==> config.mk <==
export PLATFORM = sky130hd
export DESIGN_NAME = gsr_ram
export DESIGN_NICKNAME = d
export VERILOG_FILES = /design/src/rtl/gsr_ram.sv
export SDC_FILE = /design/constraint.sdc
export NUM_CORES = 1
export LEC_CHECK = 0
export ABC_CLOCK_PERIOD_IN_PS = 2300
export BUFFER_PORTS_ARGS = -buffer_cell sky130_fd_sc_hd__buf_2
export CELL_PAD_IN_SITES_DETAIL_PLACEMENT = 0
export CELL_PAD_IN_SITES_GLOBAL_PLACEMENT = 1
export CORE_MARGIN = 4
export CORE_UTILIZATION = 56
export DETAILED_ROUTE_END_ITERATION = 12
export HOLD_SLACK_MARGIN = 0.03
export MAX_ROUTING_LAYER = met4
export PLACE_DENSITY = 0.87
export SETUP_SLACK_MARGIN = 0.05
export SLEW_MARGIN = 20
export SYNTH_ARGS = -nofsm -noshare
export SYNTH_HDL_FRONTEND = slang
export SYNTH_SLANG_ARGS = --single-unit
export TNS_END_PERCENT = 1
==> constraint.sdc <==
create_clock -name clk -period 2.3 [get_ports clk]
set_input_delay 0.46 -clock clk [delete_from_list [all_inputs] [get_ports clk]]
set_output_delay 0.46 -clock clk [all_outputs]
set_load 0.1 [all_outputs]
==> src/rtl/gsr_ram.sv <==
// gsr_ram: generic single-write, single-read ram with registered read data
// depends on nothing

module gsr_ram #(
    parameter int WIDTH = 8,
    parameter int DEPTH = 64
) (
    input  logic                     clk,
    input  logic                     we,
    input  logic [$clog2(DEPTH)-1:0] waddr,
    input  logic [WIDTH-1:0]         wdata,
    input  logic [$clog2(DEPTH)-1:0] raddr,
    output logic [WIDTH-1:0]         rdata
);

    logic [WIDTH-1:0] mem_reg [DEPTH];
    logic [WIDTH-1:0] rdata_reg;

    // write port and registered read port
    always_ff @(posedge clk)
    begin
        if (we)
        begin
            mem_reg[waddr] <= wdata;
        end
        rdata_reg <= mem_reg[raddr];
    end

    assign rdata = rdata_reg;

endmodule

* Yosys cells after proc, flatten, opt, wreduce, memory -nomap -nowiden
Memories as Yosys holds them, arrays and structs flattened. A register that Yosys moved wholly into a read port is not among the register bits. Cells that the tools add are included.
Cells by class: mux-type cells 2
Operators by type and width (count):
- $mux W1 | 2
Storage, ports and cells: bits in registers 0, RAM bits 512, input bits 22, word-level logic and storage cells 3, memories kept 1
Memory list:
- mem_reg | words 64, width 8, rd ports 1, clocked after Yosys merged registers in 1, write ports 1, line 16 | logic [WIDTH-1:0] mem_reg [DEPTH];

* Longest topological paths before layout
depth after elaboration 2, gate-level depth with buffers 9, depth with buffers taken out 5

* Worst setup path before layout
Ideal clock, no wire load.
path kind in2reg, start input raddr[1], end register rdata_reg[3] (netlist: rdata[3]) (read register of mem_reg), library setup time 0.128 ns, data arrival time 2.000 ns, data required time 2.172 ns, setup slack 0.172 ns, stages on the path 7, cells stage by stage buf_4 -> buf_2 -> buf_2 -> mux4_2 -> mux4_2 -> o21ai_1 -> o41ai_1
RTL lines:
- start: declaration | line 12 | input logic [$clog2(DEPTH)-1:0] raddr,
- end: declaration | line 17 | logic [WIDTH-1:0] rdata_reg;

==> reports/metrics.cfg <==
[placement]
portBuffers=29
gp_congestion=0.854
hpwl_um=28200
placed_cells=1520
dpl_cell_area_sq_um=21800

[sta]
hold_viol_final=0
setup_violations=0
relSlewSlack_pct=48.3
rsz0062_at_grt=false
fmax_mhz=486
worst_slew_pin_slew_ns=0.776
fin_crit_sh_pct=89.5
period_needed_ns=2.06
drv_slew=0
clock_skew_ns=0.0132

[pwr]
p_seq_share_pct=53.8
p_sw_share_pct=21.1
p_int_uw=15400
power.leakage_uw=0.00762
power.density_nw_per_um2=837
switchingPower_uw=4140
clkPwrFrac_pct=40.1
peakVddDrop_v=0.000710
p_comb_share_pct=6.1

[worst_setup_path]
reg2reg_from=mem_reg[24][6]
r2r-end=rdata[6]
worstPathArrival_ns=2.50
cp_max_fo=1
rrSetupSlack_ns=0.24
crit_type=flop to flop
cp-start-kind=flop
cp.required_ns=2.74
worstSetupEndpointType=flop
r2r_cells=5

[drt]
drt_iter0_markers=1398
drt_pass1_iterations=6
drc=0
postRouteAntennaNets=0
vias=10300
wl_um=46300
wire_per_inst_um=28.8
avgViaCountPerCell=6.40

[cells_and_area]
area_delta_synth_final_pct=16.0
drive_gt1_share_pct=33.5
nFillCells=2258
n_antenna_cell=0
nets=1132
final_area_sq_um=23400
largest_register_ffs=512
fin_cells=1606

[flow_run]
maxCapViolCount=0

[logic_synthesis]
yosys_warnings=0
synth_edf_count=512
ys_types=40
synthCells=940
synth_largest_area_cell=edfxtp_1
synthTopCellsByCount=edfxtp_1 (512), mux4_2 (126), nor2_1 (83)
synth_most_common_cell=edfxtp_1
yosys.area.top_type_share_pct=76.2
synth_nets=962
yosysSeqAreaShare_pct=77.0
async_flop_share_pct=0
yosys-top-cells-area=edfxtp_1 (76%), mux4_2 (14%), nor2_1 (1.5%)
ys_seq_elements=520
avgSynthCellArea_sq_um=21.5
synth_area_sq_um=20200
synth_ff_type=edfxtp_1

[clocking]
path_clk_slew_ns=0.07
htreeDepth=2
postCtsSetupBuffers=0
ctsResizeCount=0
hold_buffers=0
cts_buffers=49
cts_tree=built
insertion_delay_ns=0.57
cts.sinks=520
clk_path_buf_depth=3
cts-root-buf=clkbuf_16

[die]
die_width_um=198
start_util_pct=56.7
die-height_um=198
core_area_sq_um=35600
rows=69
die_area_sq_um=39100
io_pins=30

[global_routing]
grt_pass1_wl_um=68900
grt_usage_pct=24.9
first_global_vias=10500
antenna_found_initial=0
grt_overflow_total=0
grt_max_degree=65

[worst_hold_path]
hp-start=raddr[5]
hold_end=rdata[6]
min-delay-path-class=primary input to flop
whs_path_depth=3

[status]
status=complete, no violations

-- worst max path at each step --
stage                              start       end  slack, ns  cells after the start
after floorplan                 raddr[1]  rdata[3]       0.17                      7
after global placement          raddr[0]  rdata[6]      -0.26                      8
after detailed placement        raddr[0]  rdata[6]      -0.32                      8
after CTS                 mem_reg[24][6]  rdata[6]       0.22                      5
after global routing            raddr[0]  rdata[2]       0.16                      7
final                     mem_reg[24][6]  rdata[6]       0.24                      5
-- power by group through the flow --
stage	clock [uW]	combinational [uW]	sequential (uW)
2_1_floorplan	0	559	10800
3_3_place_gp	0	1160	10700
3_5_place_dp	0	1190	10700
4_1_cts	7940	1200	10500
5_1_grt	8360	1260	10500
6_report	7860	1200	10500
-- worst max-delay path: stages (launching register included) --
cell      delay (ns)
edfxtp_1        0.38
mux4_2          0.46
mux2_2          0.30
o221a_2         0.29
nor3_1          0.37
o32ai_1         0.14
-- routing by layer --
metal	vias up	track usage (%)	share of wire [%]
li1	4264	-	-
met1	5331	34.4	37
met2	568	37.8	49
met3	112	5.34	10
met4	0	9.00	3.9
met5	-	-	0
-- cell families (layout without fill, tap and decap cells) --
kind of cell    Yosys count  count (layout)  share of synthesized area, %
simple gates            153             153                          3.39
buf+inv                  51             256                          1.57
compound gates           54              54                          2.07
mux                     162             162                          15.9
flops                   520             520                          77.0
-- placed cells by master (no fill, tap or decap), drive strengths merged, types with 2 or more instances in the layout --
cell,netlist,layout
edfxtp,512,512
buf,34,169
mux4,126,126
nor2,83,83
clkbuf,17,58
mux2i,23,23
nand2,19,19
clkinv,0,19
nor2b,14,14
mux2,13,13
nand3,13,13
o221ai,8,8
o22ai,8,8
dfxtp,8,8
nand2b,7,7
nor3,7,7
a221oi,6,6
bufinv,0,5
a211oi,4,4
o21ai,4,4
nand3b,3,3
a21oi,3,3
a22oi,3,3
o2111ai,3,3
o2bb2ai,3,3
clkinvlp,0,3
o221a,2,2
nor4,2,2
o32ai,2,2
a2111oi,2,2
o21a,2,2
o41ai,2,2
nand4,2,2
inv,0,2
-- layout make-up --
class,count,area [sq um],share of cell area (%)
well taps,461,577,2.47
clock buffers,57,1270,5.41
repair buffers,170,1410,6.01
clock inverters,29,289,1.24
flip-flops and latches,520,15500,66.4
multi-input cells,369,4320,18.5
-- stage by stage --
stage	setup slack, ns	power [uW]	util, %	TNS (ns)	hold slack (ns)
after floorplan	0.172	11400	-	0	0.559
after global placement	-0.259	11900	61.4	-1.60	0.787
after detailed placement	-0.316	11900	61.4	-1.94	0.794
after CTS	0.215	19700	65.8	0	0.331
after global routing	0.164	20100	65.8	0	0.353
final	0.241	19600	65.8	0	0.350
No activity file was read; power rests on OpenSTA's default activity.
